--- config.mk ---
export PLATFORM = sky130hd
export DESIGN_NAME = dbc_tables
export DESIGN_NICKNAME = d
export VERILOG_FILES = /design/src/design/dbc_pkg.sv /design/src/design/dbc_tables.sv
export SDC_FILE = /design/constraint.sdc
export NUM_CORES = 2
export LEC_CHECK = 0
export BUFFER_PORTS_ARGS = -buffer_cell sky130_fd_sc_hd__buf_4
export CORE_MARGIN = 1
export CORE_UTILIZATION = 57
export CTS_CLUSTER_SIZE = 12
export DETAILED_ROUTE_END_ITERATION = 8
export GPL_ROUTABILITY_DRIVEN = 0
export MAX_ROUTING_LAYER = met4
export PLACE_DENSITY = 0.81
export RECOVER_POWER = 25
export SLEW_MARGIN = 20
export SYNTH_ARGS = -nofsm -noshare
export SYNTH_HDL_FRONTEND = slang
export SYNTH_SLANG_ARGS = --single-unit
--- constraint.sdc ---
create_clock -name clk -period 2.55 [get_ports clk]
set_input_delay 0.51 -clock clk [delete_from_list [all_inputs] [get_ports clk]]
set_output_delay 0.51 -clock clk [all_outputs]
set_load 0.02 [all_outputs]
--- src/design/dbc_pkg.sv ---
// shared types, constants and a helper function for the disk request bounds check unit
// no dependencies
`default_nettype none

package dbc_pkg;

    localparam int SLICES          = 4;
    localparam int PARTITIONS      = 8;
    localparam int LABEL_SECTOR    = 1;
    localparam int LABEL_PARTITION = 0;
    localparam int BLOCK_SHIFT     = 9;
    localparam int PART_ENTRIES    = SLICES * PARTITIONS;
    localparam int PIDX_W          = $clog2(PART_ENTRIES);
    localparam int DIV_STEPS       = 31;

    localparam logic [1:0] KIND_REQUEST    = 2'd0;
    localparam logic [1:0] KIND_LOAD_SLICE = 2'd1;
    localparam logic [1:0] KIND_LOAD_PART  = 2'd2;

    localparam logic [1:0] ST_OK      = 2'd0;
    localparam logic [1:0] ST_EOF     = 2'd1;
    localparam logic [1:0] ST_INVALID = 2'd2;
    localparam logic [1:0] ST_ROFS    = 2'd3;

    typedef struct packed {
        logic        load;
        logic        bad;
        logic        wr;
        logic        wlabel;
        logic        labelled;
        logic [31:0] soff;
        logic [31:0] endsec;
        logic [31:0] poff;
        logic [31:0] lab;
        logic [23:0] count;
    } dbc_side_t;

    typedef struct packed {
        logic        valid;
        dbc_side_t   side;
        logic [30:0] qa;
        logic [7:0]  ra;
        logic [30:0] qb;
        logic [7:0]  rb;
    } dbc_div_out_t;

    // one restoring divide step: returns {remainder, shifted dividend/quotient}
    function automatic logic [38:0] div_step(input logic [7:0] rem, input logic [30:0] dq,
                                             input logic [7:0] m);
        logic [8:0] trial;
        logic       ge;
        logic [7:0] rem_new;
        trial   = {rem, dq[30]};
        ge      = (trial >= {1'b0, m});
        rem_new = ge ? 8'(trial - {1'b0, m}) : trial[7:0];
        return {rem_new, dq[29:0], ge};
    endfunction

endpackage

`default_nettype wire

--- src/design/dbc_tables.sv ---
// slice and partition table storage, written by load items and read by requests
// depends on dbc_pkg
`default_nettype none

module dbc_tables (
    input  wire logic        clk,
    input  wire logic        rst_n,
    input  wire logic        accept,
    input  wire logic [1:0]  kind,
    input  wire logic [1:0]  slice_index,
    input  wire logic [2:0]  partition_index,
    input  wire logic [31:0] entry_offset,
    input  wire logic [31:0] entry_size,
    input  wire logic        entry_write_label,
    input  wire logic        entry_label_valid,
    output logic [31:0]      rd_soff,
    output logic [31:0]      rd_ssize,
    output logic             rd_wlabel,
    output logic             rd_labelled,
    output logic [31:0]      rd_poff,
    output logic [31:0]      rd_psize,
    output logic [31:0]      rd_lab
);

    logic [31:0] soff_reg   [dbc_pkg::SLICES];
    logic [31:0] ssize_reg  [dbc_pkg::SLICES];
    logic        wlabel_reg [dbc_pkg::SLICES];
    logic        lvalid_reg [dbc_pkg::SLICES];
    logic [31:0] lab_reg    [dbc_pkg::SLICES];
    logic [31:0] poff_reg   [dbc_pkg::PART_ENTRIES];
    logic [31:0] psize_reg  [dbc_pkg::PART_ENTRIES];

    logic                      slice_ok;
    logic                      part_ok;
    logic [dbc_pkg::PIDX_W-1:0] pidx;

    assign slice_ok = (32'(slice_index) < dbc_pkg::SLICES);
    assign part_ok  = (32'(partition_index) < dbc_pkg::PARTITIONS);
    assign pidx     = dbc_pkg::PIDX_W'(32'(slice_index) * dbc_pkg::PARTITIONS
                                       + 32'(partition_index));

    always_ff @(posedge clk or negedge rst_n)
    begin
        if (!rst_n)
        begin
            for (int i = 0; i < dbc_pkg::SLICES; i++)
            begin
                soff_reg[i]   <= '0;
                ssize_reg[i]  <= '0;
                wlabel_reg[i] <= 1'b0;
                lvalid_reg[i] <= 1'b0;
                lab_reg[i]    <= '0;
            end
            for (int j = 0; j < dbc_pkg::PART_ENTRIES; j++)
            begin
                poff_reg[j]  <= '0;
                psize_reg[j] <= '0;
            end
        end
        else if (accept && slice_ok)
        begin
            if (kind == dbc_pkg::KIND_LOAD_SLICE)
            begin
                soff_reg[slice_index]   <= entry_offset;
                ssize_reg[slice_index]  <= entry_size;
                wlabel_reg[slice_index] <= entry_write_label;
                lvalid_reg[slice_index] <= entry_label_valid;
            end
            else if (kind == dbc_pkg::KIND_LOAD_PART && part_ok)
            begin
                poff_reg[pidx]  <= entry_offset;
                psize_reg[pidx] <= entry_size;
                if (32'(partition_index) == dbc_pkg::LABEL_PARTITION)
                begin
                    lab_reg[slice_index] <= entry_offset;
                end
            end
        end
    end

    assign rd_soff     = soff_reg[slice_index];
    assign rd_ssize    = ssize_reg[slice_index];
    assign rd_wlabel   = wlabel_reg[slice_index];
    assign rd_labelled = lvalid_reg[slice_index];
    assign rd_lab      = lab_reg[slice_index];
    assign rd_poff     = poff_reg[pidx];
    assign rd_psize    = psize_reg[pidx];

endmodule

`default_nettype wire

---- After elaboration in Yosys (flattened, before gate mapping) ----
Index checks and enable logic that the tools add are counted.
storage, ports and cells
  bits in registers ....................... 2,440
  latch bits .............................. 0
  RAM bits ................................ 0
  bits in read-only memories .............. 0
  input port bits ......................... 76
  output and inout bits ................... 162
  logic and storage cells ................. 134
  memories kept ........................... 0
cells by class
  add/subtract/negate cells ............... 1
  multiply operators ...................... 0
  div/mod/pow operators ................... 0
  $lt $le $gt $ge ......................... 4
  equality and inequality tests ........... 2
  shifts and indexed selects .............. 0
  muxes and demuxes ....................... 34
  bitwise gates (word level) .............. 3
  reduce and logical (&&, ||, !) cells .... 6
operators by type and width
  kind                                                                   count
  1024-bit bitwise mux                                                   2
  128-bit bitwise mux                                                    3
  32-bit 2-to-1 mux                                                      12
  32-bit binary-select mux with 5-bit select                             2
  32-bit binary-select mux with 2-bit select                             3
  32-bit demux with 5-bit select                                         1
  32-bit demux with 2-bit select                                         1
  4-bit bitwise mux                                                      2
  6-bit greater-or-equal comparator, second input constant               1
  6-bit by 1-bit < comparator with 1-bit output, second input constant   1
  5-bit NOT with 6-bit output                                            1
  5-bit by 3-bit adder with 5-bit output                                 1
  1-bit 2-to-1 mux                                                       5
  1-bit binary-select mux with 2-bit select                              2
  4-bit AND reduction                                                    1
  3-bit greater-or-equal comparator, second input constant               1
  3-bit zero test                                                        1
  3-bit by 1-bit < comparator with 1-bit output, second input constant   1
  2-bit NOT with 3-bit output                                            1
  3-bit AND reduction                                                    1
  1-bit demux with 2-bit select                                          1
  2-bit by 1-bit equality test with 1-bit output, second input constant  1
  2-bit equality test, second input constant                             1
  1-bit logical AND                                                      2
  2 further kinds                                                        2

---- Depth between registers and ports, before layout ----
  word-level depth ........................ 7
  gate-level depth with buffers ........... 9
  depth with buffers taken out ............ 4

---- Worst setup path before layout ----
Ideal clock, no wire load.
  path kind ............................... in2out
  start point ............................. input port partition_index[0]
  end point ............................... output port rd_poff[0]
  data arrival time ....................... 2,176 ps
  data required time ...................... 2,040 ps
  path slack .............................. -136 ps
  stages .................................. 8
  buffers on the path ..................... 4
  cell sequence ........................... clkbuf_1 -> buf_2 -> buf_2 -> clkbuf_1 -> mux2i_1 -> o22ai_1 -> nor4_1 -> nand2_1
on the way
  word-level cells in the longest chain between the ends .. 5
ends and longest elaborated chain
  what                                                   RTL line          RTL
  from (decl)                                            dbc_tables.sv:11  input wire logic [2:0] partition_index,
  5-bit by 3-bit adder with 5-bit output                 dbc_tables.sv:40  + 32'(partition_index));
  5-bit NOT with 6-bit output (not written as such)      dbc_tables.sv:86  assign rd_poff = poff_reg[pidx];
  32-bit binary-select mux with 5-bit select             dbc_tables.sv:86
  32-bit 2-to-1 mux (not written as such) (2 in series)  dbc_tables.sv:86
  to (decl)                                              dbc_tables.sv:20  output logic [31:0] rd_poff,
Every way passes these cells. The select of a mux whose other input is x is not followed.

---- Final worst setup path ----
  start point ............................. register poff_reg[576] in the netlist's numbering
  end point ............................... output port rd_poff[0]
on the way
  word-level cells in the longest chain between the ends .. 3
ends and longest elaborated chain
  what                                                   RTL line          RTL
  from (decl)                                            dbc_tables.sv:30  logic [31:0] poff_reg [dbc_pkg::PART_ENTRIES];
  from (signal, indexed assignment)                      dbc_tables.sv:71  poff_reg[pidx] <= entry_offset;
  32-bit binary-select mux with 5-bit select             dbc_tables.sv:86
  32-bit 2-to-1 mux (not written as such) (2 in series)  dbc_tables.sv:86
Every way passes these cells. The select of a mux whose other input is x is not followed.

==> summary.txt <==
Detailed routing
  • Routed len/inst: 29.85 um
  • DRT iter0 DRCs: 6355
  • Drt pass-1 iters: 7
  • Final ANT Viol Nets: 0
  • Post-route DRC: 0
  • Via count: roughly 70000
  • Vias per inst: around 6.6
  • Routed wire length: between 300000 and 400000 um

GRT
  • All-Layer GR Usage: 0.3297
  • Grt ovf: 0
  • Vias in the first global route: 73980
  • Largest net degree at the start of global routing: 143
  • Antenna violations before repair: 7
  • First-pass GRT wire length: about 470000 um

Clocking
  • H-tree depth: 4
  • CTS root buf: clkbuf_16
  • CTS max path bufs: 3
  • Clock tree from TritonCTS: built
  • Num CTS Buffers: 239
  • Clk sink count: ~2400
  • Clock slew at reported path FFs: around 0.060 ns
  • Worst-Skew Late Latency: 0.90 ns

Outcome
  • Failing checks: max-capacitance violations, max-slew violations, negative setup slack
  • Status: complete, but fails checks

Setup path
  • Worst Path Max Fanout: 2
  • CP cell instances: mux2i_1 -> o22ai_1 -> nor4_2 -> buf_4 -> nand2_2 -> buf_6 -> buf_6
  • CP dominant cell by count: buf_6
  • Crit path launch type: flip-flop
  • Critical-path cell with the highest stage delay: nor4_2
  • Kind of critical path: flip-flop to primary output
  • Crit path max-delay family: simple AND/OR/NAND/NOR gates
  • Req. time, crit path: around 2.0 ns
  • Critical Path End Type: primary output
  • Setup crit start: poff_reg[576]
  • RR Startpoint: poff_reg[119]
  • Crit path buffers/inverters: 3
  • Critical Path Max Stage Delay: approximately 0.47 ns
  • Arrival time of the worst setup path: 2.58 ns

Finish
  • Commonest cells after routing, fill and taps aside: dfrtp_1 (2440), mux2_2 (2340), mux2i_1 (891), buf_4 (550), o22ai_1 (366)
  • Final nets: between 8000 and 9000
  • Most common cell after layout, fill and taps aside: dfrtp_1
  • Synthesis-to-layout area growth: 21.60%
  • Final Instance Area: 132500 um2
  • Layout cells sized above 1: 0.5174

Pwr
  • PD cells: 682.9 nW/um2
  • Final Total Pwr: 90.51 mW
  • Leakage: 63.56 nW
  • Worst VDD drop: approximately 0.63 mV

Timing
  • Setup violators final: 215
  • Least-Margin Pin Slew: between 1.5 and 2 ns
  • Fin. max-slew vios: 29
  • RSZ-0062 raised after global routing: yes
  • Final Hold Vio Count: 0
  • Clock Skew: 0 ns
  • Fin crit share: 1.211
  • Final worst setup slack: -0.5380 ns
  • Final min period: just over 3 ns
  • Worst relative slew slack: -0.1484
  • Max Fclk: ~320 MHz

Synth
  • Synth warnings: 0
  • Post-Syn Area: 109000 um2
  • Register area share after synthesis: 0.5602
  • EDFF count, synth: 0
  • Top FF cell, synth: dfrtp_1
  • Synth cell types: 34
  • Syn_nets: 7579
  • #FFs+latches synth: approximately 2400
  • Top cell type's share of synthesized area: 0.5602
  • Yosys top cell by area: dfrtp_1
  • Top cells by area, synth: dfrtp_1 (56%), mux2_2 (24%), mux2i_1 (9.4%)
  • Synth async-reset ratio: 1.000
  • Mapped Cells: roughly 7500
  • Syn_area_per_cell: about 15 um2

Floorplanning
  • Chip width: between 400 and 500 um
  • Die outline area: 193000 um2
  • Initial Utilization: 0.5737
  • Chip height: ~440 um
  • Ports: around 240
  • Row cnt: 160
  • Core Region: about 190000 um2

Placed design
  • DP Area: ~120000 um2
  • Post-DP HPWL: 184900 um
  • Setup WS pre-CTS: -0.6131 ns
  • Port bufs: 237

Flow run
  • Maxcap violations: 1

Min path
  • Worst hold start: entry_size[19]
  • Hold crit path type: primary input to flip-flop
## synth_stat cells, types with 7 or more instances
master    number
nor4_1       128
mux2i_1     1024
buf_2        278
mux2_2      2340
buf_1         81
mux4_2        98
nand2_1       69
buf_4         29
nor2_2        11
clkbuf_1     329
nand2_2       10
dfrtp_1     2440
nand3_2        7
mux2_1       100
o22ai_1      512
## kinds of logic after synthesis
kind of cell	synth area share
buffers and inverters	0.02933
flip-flops	0.5602
AO/OA/AOI/OAI	0.02939
multiplexers	0.3664
AND/OR/NAND/NOR	0.01469
## per-layer routing
metal | global-route usage | wire length (um) | vias up
li1 | - | - | 28730
met5 | - | 0 | -
met4 | 0.1494 | 17690 | 0
met1 | 0.4204 | 125400 | 37540
met2 | 0.5187 | 153900 | 3007
met3 | 0.05515 | 22980 | 982
## final cells by class
class / count / area (um2)
flip-flops and latches: 2440 / 61060
diodes: 8 / 20.02
clock buffers: 363 / 6849
fillers: 11430 / 57450
multi-input cells: 4341 / 48620
well taps: 2511 / 3142
inverters: 1 / 3.754
clock inverters: 31 / 442.9
repair buffers: 1025 / 12400
## timing repair
item,in CTS,in global routing
setup endpoints to repair,134,66
resized for setup,466,375
pin swaps,171,152
buffers inserted,70,94
hold buffers,3,0
hold endpoints to repair,444,0
cloned,24,16
## final timing paths
kind / endpoint / slack (ns) / depth (start not counted)
worst max-delay path: rd_poff[0] / -0.54 / 7
worst min-delay path: psize_reg[467] / 0.15 / 2
worst max register to register: poff_reg[119] / 1.56 / 2
worst min register to register: poff_reg[120] / 0.49 / 1
max in group asynchronous: poff_reg[425] / -0.21 / 4
min in group asynchronous: psize_reg[24] / 0.64 / 2
## metrics by stage
step             util  hold WS, ns  TNS, ns  instances
2_1_floorplan       -       0.2144  -0.3373       7503
3_3_place_gp   0.6246       0.4372  -176.95      10140
3_5_place_dp   0.6246       0.4317  -207.03      10140
4_1_cts        0.6833       0.1021   -17.58      10620
5_1_grt        0.6976       0.1713   -78.63      10720
6_report       0.6976       0.1532   -36.34      10720
## power by group
part	leakage (nW)	total, mW	internal, mW	switching [mW]
Clock	3.54	33.7	18.7	15.0
Sequential	32.9	44.8	42.5	2.23
Combinational	27.2	12.1	6.28	5.78
Total	63.6	90.5	67.5	23.0
Note: power is estimated with default switching activity, not from simulation.
