===== src/design/dbc_pkg.sv =====
// shared types, constants and a helper function for the disk request bounds check unit
// no dependencies
`default_nettype none

package dbc_pkg;

    localparam int SLICES          = 4;
    localparam int PARTITIONS      = 8;
    localparam int LABEL_SECTOR    = 1;
    localparam int LABEL_PARTITION = 0;
    localparam int BLOCK_SHIFT     = 9;
    localparam int PART_ENTRIES    = SLICES * PARTITIONS;
    localparam int PIDX_W          = $clog2(PART_ENTRIES);
    localparam int DIV_STEPS       = 31;

    localparam logic [1:0] KIND_REQUEST    = 2'd0;
    localparam logic [1:0] KIND_LOAD_SLICE = 2'd1;
    localparam logic [1:0] KIND_LOAD_PART  = 2'd2;

    localparam logic [1:0] ST_OK      = 2'd0;
    localparam logic [1:0] ST_EOF     = 2'd1;
    localparam logic [1:0] ST_INVALID = 2'd2;
    localparam logic [1:0] ST_ROFS    = 2'd3;

    typedef struct packed {
        logic        load;
        logic        bad;
        logic        wr;
        logic        wlabel;
        logic        labelled;
        logic [31:0] soff;
        logic [31:0] endsec;
        logic [31:0] poff;
        logic [31:0] lab;
        logic [23:0] count;
    } dbc_side_t;

    typedef struct packed {
        logic        valid;
        dbc_side_t   side;
        logic [30:0] qa;
        logic [7:0]  ra;
        logic [30:0] qb;
        logic [7:0]  rb;
    } dbc_div_out_t;

    // one restoring divide step: returns {remainder, shifted dividend/quotient}
    function automatic logic [38:0] div_step(input logic [7:0] rem, input logic [30:0] dq,
                                             input logic [7:0] m);
        logic [8:0] trial;
        logic       ge;
        logic [7:0] rem_new;
        trial   = {rem, dq[30]};
        ge      = (trial >= {1'b0, m});
        rem_new = ge ? 8'(trial - {1'b0, m}) : trial[7:0];
        return {rem_new, dq[29:0], ge};
    endfunction

endpackage

`default_nettype wire


===== src/design/dbc_check.sv =====
// bounds, label protection and truncation stages with the output register
// depends on dbc_pkg
`default_nettype none

module dbc_check (
    input  wire logic                 clk,
    input  wire logic                 rst_n,
    input  wire logic                 en,
    input  wire logic [7:0]           mult,
    input  wire dbc_pkg::dbc_div_out_t div,
    output logic                      out_valid,
    output logic [1:0]                status,
    output logic [32:0]               physical_sector,
    output logic [23:0]               granted_bytes,
    output logic [23:0]               residual_bytes
);

    // first check stage
    logic        c1_valid_reg;
    logic        c1_load_reg;
    logic        c1_bad_reg;
    logic        c1_rofs_en_reg;
    logic [32:0] c1_rel_reg;
    logic [32:0] c1_prot_reg;
    logic [14:0] c1_nsec_reg;
    logic [31:0] c1_soff_reg;
    logic        c1_over_reg;
    logic        c1_eq_reg;
    logic        c1_gt_reg;
    logic [14:0] c1_diff_reg;
    logic [23:0] c1_count_reg;

    logic [30:0] secno;
    logic [14:0] nsec;
    logic [32:0] rel_next;
    logic [32:0] prot_next;
    logic [32:0] end_sum;

    assign secno     = div.qa;
    assign nsec      = div.qb[14:0];
    assign rel_next  = div.side.labelled ? (33'(div.side.poff) + 33'(secno)) : 33'(secno);
    assign prot_next = 33'(dbc_pkg::LABEL_SECTOR) + 33'(div.side.lab);
    assign end_sum   = 33'(secno) + 33'(nsec);

    always_ff @(posedge clk or negedge rst_n)
    begin
        if (!rst_n)
        begin
            c1_valid_reg <= 1'b0;
        end
        else if (en)
        begin
            c1_valid_reg <= div.valid;
        end
    end

    always_ff @(posedge clk)
    begin
        if (en)
        begin
            c1_load_reg    <= div.side.load;
            c1_bad_reg     <= div.side.bad || (div.ra != 8'd0) || (div.rb != 8'd0);
            c1_rofs_en_reg <= div.side.wr && !div.side.wlabel && div.side.labelled;
            c1_rel_reg     <= rel_next;
            c1_prot_reg    <= prot_next;
            c1_nsec_reg    <= nsec;
            c1_soff_reg    <= div.side.soff;
            c1_over_reg    <= end_sum > 33'(div.side.endsec);
            c1_eq_reg      <= 32'(secno) == div.side.endsec;
            c1_gt_reg      <= 32'(secno) > div.side.endsec;
            c1_diff_reg    <= 15'(div.side.endsec - 32'(secno));
            c1_count_reg   <= div.side.count;
        end
    end

    // second check stage into the output register
    logic        out_valid_reg;
    logic [1:0]  status_reg;
    logic [32:0] phys_reg;
    logic [23:0] granted_reg;
    logic [23:0] resid_reg;

    logic [33:0] rel_end;
    logic        rofs;
    logic [22:0] prod;
    logic [23:0] trunc_bytes;
    logic [1:0]  status_next;
    logic [32:0] phys_next;
    logic [23:0] granted_next;
    logic [23:0] resid_next;

    assign rel_end     = 34'(c1_rel_reg) + 34'(c1_nsec_reg);
    assign rofs        = c1_rofs_en_reg && (c1_rel_reg <= c1_prot_reg)
                         && ((dbc_pkg::LABEL_SECTOR == 0) || (rel_end > 34'(c1_prot_reg)));
    assign prod        = 23'(c1_diff_reg) * 23'(mult);
    assign trunc_bytes = 24'({prod, 9'd0});

    always_comb
    begin
        status_next  = dbc_pkg::ST_OK;
        phys_next    = '0;
        granted_next = '0;
        resid_next   = c1_count_reg;
        priority if (c1_load_reg)
        begin
            resid_next = '0;
        end
        else if (c1_bad_reg)
        begin
            status_next = dbc_pkg::ST_INVALID;
        end
        else if (rofs)
        begin
            status_next = dbc_pkg::ST_ROFS;
        end
        else if (c1_over_reg && c1_eq_reg)
        begin
            status_next = dbc_pkg::ST_EOF;
        end
        else if (c1_over_reg && c1_gt_reg)
        begin
            status_next = dbc_pkg::ST_INVALID;
        end
        else
        begin
            phys_next    = 33'(c1_soff_reg) + c1_rel_reg;
            granted_next = c1_over_reg ? trunc_bytes : c1_count_reg;
            resid_next   = c1_count_reg - granted_next;
        end
    end

    always_ff @(posedge clk or negedge rst_n)
    begin
        if (!rst_n)
        begin
            out_valid_reg <= 1'b0;
        end
        else if (en)
        begin
            out_valid_reg <= c1_valid_reg;
        end
    end

    always_ff @(posedge clk)
    begin
        if (en)
        begin
            status_reg  <= status_next;
            phys_reg    <= phys_next;
            granted_reg <= granted_next;
            resid_reg   <= resid_next;
        end
    end

    assign out_valid       = out_valid_reg;
    assign status          = status_reg;
    assign physical_sector = phys_reg;
    assign granted_bytes   = granted_reg;
    assign residual_bytes  = resid_reg;

    a_err_zero: assert property (@(posedge clk) disable iff (!rst_n)
        out_valid_reg && (status_reg != dbc_pkg::ST_OK) |-> (granted_reg == '0)
                                                           && (phys_reg == '0))
        else $error("error item carries a grant or sector");

    a_eof_rofs_nonempty: assert property (@(posedge clk) disable iff (!rst_n)
        out_valid_reg && ((status_reg == dbc_pkg::ST_EOF) || (status_reg == dbc_pkg::ST_ROFS))
        |-> (resid_reg != '0))
        else $error("end of file or read-only item with empty residual");

    a_advance: assert property (@(posedge clk) disable iff (!rst_n)
        en && c1_valid_reg |=> out_valid_reg)
        else $error("item lost between check stage and output");

endmodule

`default_nettype wire


===== config.mk =====
export PLATFORM = sky130hd
export DESIGN_NAME = dbc_check
export DESIGN_NICKNAME = d
export VERILOG_FILES = /design/src/design/dbc_pkg.sv /design/src/design/dbc_check.sv
export SDC_FILE = /design/constraint.sdc
export NUM_CORES = 1
export LEC_CHECK = 0
export ABC_AREA = 1
export BUFFER_PORTS_ARGS = -buffer_cell sky130_fd_sc_hd__clkbuf_2
export CORE_MARGIN = 10
export CORE_UTILIZATION = 59
export DETAILED_ROUTE_END_ITERATION = 16
export PLACE_DENSITY = 0.84
export SYNTH_ARGS = -nofsm -noshare
export SYNTH_HDL_FRONTEND = slang
export SYNTH_SLANG_ARGS = --single-unit
export TNS_END_PERCENT = 50

===== constraint.sdc =====
create_clock -name clk -period 6.63 [get_ports clk]
set_input_delay 0.663 -clock clk [delete_from_list [all_inputs] [get_ports clk]]
set_output_delay 0.663 -clock clk [all_outputs]
set_load 0.1 [all_outputs]

Word-level counts from Yosys, hierarchy flattened
Cells that the tools add are included.
{"block": "totals", "ram_bits": 0, "inputBits": 247, "out_inout_bits": 84, "latch_bits": 0, "wordCells": 56, "n_memories": 0, "reg_bits": 243, "mem_bits_ro": 0}
{"block": "classes", "magnitude_cmp": 4, "bitwise_logic": 0, "shifts": 0, "n_eq_ne": 1, "n_div": 0, "reduce_logical": 13, "multipliers": 1, "n_mux": 10, "n_addsub": 7}
{"cell": "2-to-1 mux 24 bit", "count": 5}
{"cell": "adder 33 x 15 -> 34 bit", "count": 1}
{"cell": "> comparator 34 x 33 -> 1 bit", "count": 1}
{"cell": "adder 1 x 32 -> 33 bit, first input constant", "count": 1}
{"cell": "adder 32 x 31 -> 33 bit", "count": 1}
{"cell": "adder 32 x 33 -> 33 bit", "count": 1}
{"cell": "<= comparator 33 bit", "count": 1}
{"cell": "adder 31 x 15 -> 32 bit", "count": 1}
{"cell": "equality test 31 x 32 -> 1 bit", "count": 1}
{"cell": "> comparator 31 x 32 -> 1 bit", "count": 1}
{"cell": "> comparator 32 bit", "count": 1}
{"cell": "2-to-1 mux 31 bit", "count": 1}
{"cell": "subtractor 24 bit", "count": 1}
{"cell": "nonzero test 8 bit", "count": 2}
{"cell": "multiplier 15 x 8 -> 15 bit", "count": 1}
{"cell": "subtractor 15 bit", "count": 1}
{"cell": "2-to-1 mux 2 bit", "count": 4}
{"cell": "logical AND 1 bit", "count": 6}
{"cell": "OR reduction 5 bit", "count": 1}
{"cell": "logical OR 1 bit", "count": 2}
{"cell": "OR reduction 2 bit", "count": 1}
{"cell": "zero test 1 bit", "count": 1}

Logic depth before layout (Yosys ltp)
Gate-level depths: netlist (run 1).
{"block": "logic_depth", "word_depth": 7, "depth_mapped": 33}

Worst setup path after synthesis (run 1)
No wires, ideal clock.
{"block": "synth_timing", "kind": "input -> register", "from": "in mult[7]", "to": "reg resid_reg[23] (netlist: residual_bytes[23]), data pin", "arrival_time_ns": 5.879, "setup_ns": 0.255, "t_required_ns": 6.375, "path_buffers": 1, "path_slack_ns": 0.496, "cell_stages": 29, "path_cell_list": "clkbuf_1 -> nand2_1 -> fa_1 -> fa_1 -> inv_1 -> fa_1 -> inv_1 -> fa_1 -> inv_1 -> ha_1 -> nand2_1 -> nand2_1 -> a21oi_1 -> nor2_1 -> o21ai_0 -> nand3_1 -> a31oi_1 -> ha_1 -> a21oi_1 -> o21ai_0 -> a21oi_1 -> nand2_1 -> a21oi_1 -> o21ai_0 -> a21o_1 -> nor2_1 -> nor2_1 -> a21oi_1 -> nor2_1"}
{"block": "synth_between", "elab_chain_cells": 7}
{"element": "start: declaration", "line_no": "dbc_check.sv:9", "rtl": "input wire logic [7:0] mult,"}
{"element": "multiplier 15 x 8 -> 15 bit", "line_no": "dbc_check.sv:95", "rtl": "assign prod = 23'(c1_diff_reg) * 23'(mult);"}
{"element": "2-to-1 mux 24 bit", "line_no": "dbc_check.sv:127", "rtl": "granted_next = c1_over_reg ? trunc_bytes : c1_count_reg;"}
{"element": "subtractor 24 bit", "line_no": "dbc_check.sv:128", "rtl": "resid_next = c1_count_reg - granted_next;"}
{"element": "2-to-1 mux 24 bit", "line_no": "dbc_check.sv:120", "rtl": "else if (c1_over_reg && c1_gt_reg)"}
{"element": "2-to-1 mux 24 bit", "line_no": "dbc_check.sv:116", "rtl": "else if (c1_over_reg && c1_eq_reg)"}
{"element": "2-to-1 mux 24 bit", "line_no": "dbc_check.sv:112", "rtl": "else if (rofs)"}
{"element": "2-to-1 mux 24 bit", "line_no": "dbc_check.sv:108", "rtl": "else if (c1_bad_reg)"}
{"element": "end signal: assignment", "line_no": "dbc_check.sv:151", "rtl": "resid_reg <= resid_next;"}
{"element": "end: declaration", "line_no": "dbc_check.sv:81", "rtl": "logic [23:0] resid_reg;"}
Every way passes these cells.
A chain may end at the register's enable or synchronous reset.

Final worst setup path (run 1)
{"block": "layout_timing", "from": "reg c1_diff_reg[3]", "to": "reg resid_reg[23] (netlist: residual_bytes[23]), data pin"}
{"block": "layout_between", "elab_chain_cells": 7}
{"element": "start: declaration", "line_no": "dbc_check.sv:30", "rtl": "logic [14:0] c1_diff_reg;"}
{"element": "start signal: assignment", "line_no": "dbc_check.sv:71", "rtl": "c1_diff_reg <= 15'(div.side.endsec - 32'(secno));"}
{"element": "multiplier 15 x 8 -> 15 bit", "line_no": "dbc_check.sv:95"}
{"element": "2-to-1 mux 24 bit", "line_no": "dbc_check.sv:127"}
{"element": "subtractor 24 bit", "line_no": "dbc_check.sv:128"}
{"element": "2-to-1 mux 24 bit", "line_no": "dbc_check.sv:120"}
{"element": "2-to-1 mux 24 bit", "line_no": "dbc_check.sv:116"}
{"element": "2-to-1 mux 24 bit", "line_no": "dbc_check.sv:112"}
{"element": "2-to-1 mux 24 bit", "line_no": "dbc_check.sv:108"}
Every way passes these cells.

==> results of run 1 <==
## power groups by stage
| stage | Combinational (mW) | Clock (mW) | Sequential, mW |
|---|---|---|---|
| floorplan | 2.75 | 0 | 2.32 |
| global placement | 3.91 | 0 | 2.03 |
| detailed placement | 4.01 | 0 | 2.03 |
| CTS | 4.04 | 1.47 | 2.00 |
| global route | 4.61 | 1.53 | 2.02 |
| finish | 4.10 | 1.45 | 2.01 |
## layer usage
| layer | track usage, % | wire [um] |
|---|---|---|
| met2 | 47.8 | 30800 |
| met1 | 33.8 | 26200 |
| met3 | 3.89 | 4640 |
| met5 | 0 | 13 |
| met4 | 13.7 | 3290 |
## Yosys cell counts (all sizes together), types with 6 or more instances
cell type  count  area share (%)
nand3b         6            0.20
o211ai         9            0.31
nor4          24            0.68
xor2         110             4.4
o221ai         8            0.32
o21ai        161             3.7
a21oi        228             5.2
edfxtp       241              33
clkbuf        31            0.53
xnor2         50             2.0
a221oi         6            0.24
or2           16            0.46
buf           11            0.43
inv          440             7.5
nand4         43             1.3
o21bai        12            0.41
nor3          36            0.82
nor2         190             3.9
fa            59             5.4
a21o           8            0.27
ha           274              16
a211oi         6            0.20
nand3        103             2.4
a31oi         10            0.28
o21a           9            0.31
nand2        527             9.1
## worst max-delay path, delay by kind of cell, from the launching register on
kind | cells | cell delay (ns)
flops | 1 | 0.52
buf+inv | 3 | 0.14
compound gates | 11 | 1.92
simple gates | 10 | 0.83
fa+ha+maj | 6 | 2.61
## layout by cell type, fill, tap and decap left out, drive strengths merged, types with 3 or more instances in the layout
master,n
nand2,527
inv,440
clkbuf,345
ha,274
edfxtp,241
a21oi,228
nor2,190
o21ai,161
xor2,110
nand3,103
fa,59
xnor2,50
nand4,43
nor3,36
nor4,24
buf,23
or2,16
o21bai,12
a31oi,10
o21a,9
o211ai,9
a21o,8
o221ai,8
clkinv,8
a211oi,6
nand3b,6
a221oi,6
o31ai,4
nor4b,3
nor3b,3
clkinvlp,3
bufinv,3
## logic make-up (layout without fill, tap and decap cells)
kind of cell    Yosys count  in the layout  share of synthesized area (%)
other cells               1              3                         0.0171
xor+xnor                160            160                           6.37
fa+ha+maj               333            333                           21.0
simple gates            954            954                           19.2
buf+inv                 482            823                           8.48
compound gates          471            471                           11.8
flops                   243            243                           33.1
## repair_timing
| action | in CTS | in global routing |
|---|---|---|
| setup buffers | 0 | 8 |
| hold buffers | 1 | 0 |
| setup endpoints to repair | 0 | 2 |
| hold endpoints to repair | 2 | 0 |
| resized for setup | 0 | 0 |
## cell type report
type / instances / area (sq um) / share of cell area (%)
repair buffers: 337 / 1760 / 7.03
diodes: 2 / 5.00 / 0.0200
multi-input cells: 1919 / 12800 / 51.4
flip-flops and latches: 243 / 7290 / 29.2
well taps: 468 / 586 / 2.34
clock inverters: 14 / 154 / 0.616
inverters: 440 / 1650 / 6.61
clock buffers: 32 / 694 / 2.78
## path summary, 6_finish.rpt
kind | start | to | slack (ns) | cells after the start
min | div[229] | c1_soff_reg[31] | 0.29 | 1
min in group asynchronous | rst_n | out_valid | 0.44 | 2
max | c1_diff_reg[3] | residual_bytes[23] | 0.34 | 30
max in group asynchronous | rst_n | c1_valid_reg | 6.09 | 2
min reg2reg | c1_valid_reg | out_valid | 0.53 | 2
max reg2reg | c1_diff_reg[3] | residual_bytes[23] | 0.34 | 30
## through the flow
step | std cells | setup TNS, ns | instance area, sq um | util, %
after floorplan | 2644 | 0 | 22000 | -
after global placement | 3398 | 0 | 24100 | 65.5
after detailed placement | 3398 | 0 | 24100 | 65.5
after CTS | 3445 | 0 | 24900 | 67.9
after global routing | 3453 | -0.0470 | 25000 | 68.0
final | 3455 | 0 | 25000 | 68.1
==> out/results.ini, run 1 <==
[outcome]
status = completed

[detailed_routing]
dr.pass1.iters = 6
ant_nets = 0
drt_wl_total_mm = 64.9
drt_iter0_drc = 1359
vias_per_cell = 5.65
routedWlPerCell_um = 18.8
vias = 19505
post-route-drc-count = 0

[layout]
areaGrowthSynthToFinish_pct = 13.6
drive_gt1_share_pct = 14.3
fillCellCount = 3067
layout.nets = 3547

[power]
leakage_nw = 12.5
power_frac_seq_pct = 26.5
irDropWorstVdd_v = 0.000216
power.share.switching_pct = 44.4
internal-power_mw = 4.20
switchingPower_mw = 3.36
total_power_mw = 7.55
pwr-share-comb_pct = 54.2
powerDensity_nw_per_um2 = 302
power.share.clock_pct = 19.2

[global_route]
grt_pass1_vias = 19484
grt_max_degree = 93
overflow = 0
grt_pass1_wl_mm = 101
grt_usage_pct = 27.9
antenna_found_initial = 3

[placed_design]
portBuffers = 314
dp_hpwl_mm = 53.8
post-place-ws_ns = 0.0876
gp_congestion = 0.957

[clock_tree]
cts-root-buf = clkbuf_16
cts_tree = yes
clk_path_buf_depth = 3
worstSkewPairLatency_ns = 0.54
cts.clk_slew.worst_paths_ns = 0.07
cts_buffers = 26
cts_sinks = 243
htree_num_levels = 1

[die]
num_io_pins = 331
die_w_um = 213
die_y_um = 213
row_count = 70
core_area_sq_um = 36700
dieArea_sq_um = 45400
floorplan.initialDensity_pct = 59.9

[synthesis]
syn_nets = 3224
synth_cells = 2644
ys_warn_count = 0
synth_cell_types = 55
synth_top_flop_cell = edfxtp_1
ys_seq_area_share_pct = 33.1
postSynthAreaPerCell_sq_um = 8.31
netlist_area_sq_um = 22000
ys_ff_latch = 243
async_flop_share_pct = 0.823
synth_edf_count = 241

[sta]
min_period_ns = 6.29
timing.hold.ws_ns = 0.292
maxSlewViolCount = 0
period_share_pct = 94.8
worstMarginPinSlew_ns = 0.974
clock_skew_ns = 0.0186
max_freq_ghz = 0.159
hold_violations = 0
finalSetupViolations = 0
slew_headroom_pct = 35.0
setup_ws_ns = 0.342
rsz0062_at_grt = yes

[critical_path]
critPathKind = flop to flop
cp_max_fo = 8
arrival_ns = 6.57
cp-start-kind = flop
critPathMaxStageDelay_ns = 0.55
endpoint_kind = flop
cp_slowest_cell = fa_1
cp.required_ns = 6.92
path_common_cell = a21oi_1

[hold_path]
hold_path.class = input port to flop

[flow_run]
drv_cap = 0

Note: power is estimated with default switching activity, not from simulation.
==> inputs of run 2 (changes only) <==
CELL_PAD_IN_SITES_DETAIL_PLACEMENT = 1   (was unset)
CELL_PAD_IN_SITES_GLOBAL_PLACEMENT = 1   (was unset)
CORE_UTILIZATION = 44   (was 59)
SKIP_LAST_GASP = 1   (was unset)
==> run 2 against run 1 <==
Effect of this change:
- die area increased by 31%
- sequential share of layout area shrank 0.44 points
- first-iteration DRC count shrank 20%
- combinational power rose by 7.8%
- worst setup slack better by 0.052 ns
- utilization down 16 points
- critical path type unchanged
==> out/results.ini, run 2 (synthesis results as in run 1) <==
[layout]
layout_common_cells = 523 x nand2_1, 437 x inv_1, 313 x clkbuf_2  ; was 524 x nand2_1, 437 x inv_1, 313 x clkbuf_2
drive_gt1_share_pct = 14.8  ; was 14.3%
fillCellCount = 6073  ; was 3067
multiInputGateArea_sq_um = 12900  ; was 12800 sq um
layout_commonest_cell = nand2_1  ; unchanged
layout.nets = 3552  ; was 3547
areaGrowthSynthToFinish_pct = 15.4  ; was 13.6%
layoutNonFillerInstCount = 3657  ; was 3455
ff_latch_area_sq_um = 7290  ; unchanged

[critical_path]
reg2reg_depth = 31  ; was 30
rrSetupSlack_ns = 0.39  ; was 0.34 ns
critPathMaxStageDelay_ns = 0.55  ; about the same
reg2reg_to = residual_bytes[22]  ; was residual_bytes[23]
r2r-start = c1_diff_reg[2]  ; was c1_diff_reg[3]
cp_slowest_cell = fa_1  ; unchanged
cp.required_ns = 6.95  ; was 6.92 ns
cp_max_fo = 6  ; was 8
critPathKind = flop to flop  ; unchanged
path_common_cell = nand2_1  ; was a21oi_1
cp-start-kind = flop  ; unchanged
endpoint_kind = flop  ; unchanged
arrival_ns = 6.56  ; was 6.57 ns

[global_route]
grt_pass1_vias = 21852  ; was 19484
grt_usage_pct = 24.7  ; was 27.9%
grt_max_degree = 153  ; was 93
overflow = 0  ; unchanged
grt_pass1_wl_mm = 118  ; was 101 mm
antenna_found_initial = 3  ; unchanged

[die]
num_io_pins = 331  ; unchanged
floorplan.initialDensity_pct = 44.7  ; was 59.9%
die_y_um = 244  ; was 213 um
dieArea_sq_um = 59300  ; was 45400 sq um
row_count = 81  ; was 70
core_area_sq_um = 49200  ; was 36700 sq um
die_w_um = 244  ; was 213 um

[flow_run]
drv_cap = 0  ; unchanged

[clock_tree]
htree_num_levels = 1  ; unchanged
worstSkewPairLatency_ns = 0.56  ; was 0.54 ns
clk_path_buf_depth = 3  ; unchanged
cts_buffers = 29  ; was 26
cts-root-buf = clkbuf_16  ; unchanged
cts_tree = yes  ; unchanged
cts_sinks = 243  ; unchanged
cts.clk_slew.worst_paths_ns = 0.06  ; was 0.07 ns

[detailed_routing]
drt_iter0_drc = 1089  ; was 1359
vias = 19760  ; was 19505
post-route-drc-count = 0  ; unchanged
ant_nets = 0  ; unchanged
drt_wl_total_mm = 75.1  ; was 64.9 mm
dr.pass1.iters = 5  ; was 6
vias_per_cell = 5.40  ; was 5.65
routedWlPerCell_um = 20.5  ; was 18.8 um

[hold_path]
holdPathStages = 1  ; unchanged
holdPathEnd = c1_count_reg[18]  ; was c1_soff_reg[31]
hold_path.startpoint = div[96]  ; was div[229]
hold_path.class = input port to flop  ; unchanged

[sta]
period_share_pct = 94.1  ; was 94.8%
maxSlewViolCount = 0  ; unchanged
worstMarginPinSlew_ns = 1.44  ; was 0.974 ns
finalSetupViolations = 0  ; unchanged
rsz0062_at_grt = yes  ; unchanged
hold_violations = 0  ; unchanged
finalSetupTns_ns = 0  ; unchanged
min_period_ns = 6.24  ; was 6.29 ns
max_freq_ghz = 0.160  ; was 0.159 GHz
clock_skew_ns = 0.0151  ; was 0.0186 ns
slew_headroom_pct = 2.82  ; was 35.0%

[power]
powerDensity_nw_per_um2 = 315  ; was 302 nW/um^2
leakage_nw = 12.5  ; about the same
irDropWorstVdd_v = 0.000235  ; was 0.000216 V

[placed_design]
gp_congestion = 0.962  ; was 0.957
placed_cells = 3599  ; was 3398
dp_hpwl_mm = 62.9  ; was 53.8 mm
portBuffers = 314  ; unchanged

[outcome]
status = completed  ; unchanged

## run 2: final cells by class
| type | count | share of cell area [%] |
|---|---|---|
| Clock inverter | 15 | 0.592 |
| Timing Repair Buffer | 339 | 7.04 |
| Inverter | 440 | 6.51 |
| Multi-Input combinational cell | 1919 | 50.9 |
| Tap cell | 664 | 3.28 |
| Antenna cell | 1 | 0.00987 |
| Clock buffer | 36 | 2.97 |
| Sequential cell | 243 | 28.7 |
## run 2: worst max-delay path by stage
stage	startpoint	endpoint	slack, ns	depth (start not counted)
2_1_floorplan	mult[7]	residual_bytes[23]	0.50	29
3_5_place_dp	mult[4]	residual_bytes[23]	0.03	33
5_1_grt	c1_diff_reg[1]	residual_bytes[22]	-0.03	30
3_3_place_gp	mult[4]	residual_bytes[22]	0.21	31
6_report	c1_diff_reg[2]	residual_bytes[22]	0.39	31
4_1_cts	c1_diff_reg[1]	residual_bytes[23]	0.12	30
## run 2: repair_timing
action / in CTS / in global routing
setup endpoints to repair: 0 / 2
endpoints found under the hold margin: 2 / 0
resized for setup: 0 / 15
hold buffers: 1 / 0
buffers inserted: 0 / 5
## run 2: routing by layer
layer,GRT usage (%),up-vias,part of all wire [%]
met2,44.7,501,50
met4,9.94,4,4.0
met5,0,-,0.037
li1,-,9521,-
met3,3.27,155,4.3
met1,29.1,9579,41
## run 2: power by group
| group | total (mW) | switching [mW] | internal, mW |
|---|---|---|---|
| Sequential | 2.01 | 0.136 | 1.88 |
| Clock | 1.55 | 0.640 | 0.913 |
| Combinational | 4.42 | 2.87 | 1.55 |
## run 2: through the flow
stage / setup WS [ns] / power, mW / util (%) / hold slack [ns] / cell area, sq um
after floorplan: 0.496 / 5.07 / - / 0.367 / 22000
after global placement: 0.208 / 6.07 / 49.5 / 0.449 / 24300
after detailed placement: 0.0250 / 6.27 / 49.5 / 0.450 / 24300
after CTS: 0.119 / 7.87 / 51.4 / 0.247 / 25300
after global routing: -0.0346 / 8.63 / 51.6 / 0.262 / 25400
final: 0.394 / 7.99 / 51.6 / 0.273 / 25400
## run 2: critical path, delay by kind of cell (launching register included)
kind	cells	cell delay [ns]
adders and majority gates	6	2.84
and+or+nand+nor	14	1.53
AOI/OAI and AO/OA	6	0.75
DFF	1	0.43
buffers and inverters	4	0.33
xor gates and xnor gates	1	0.09
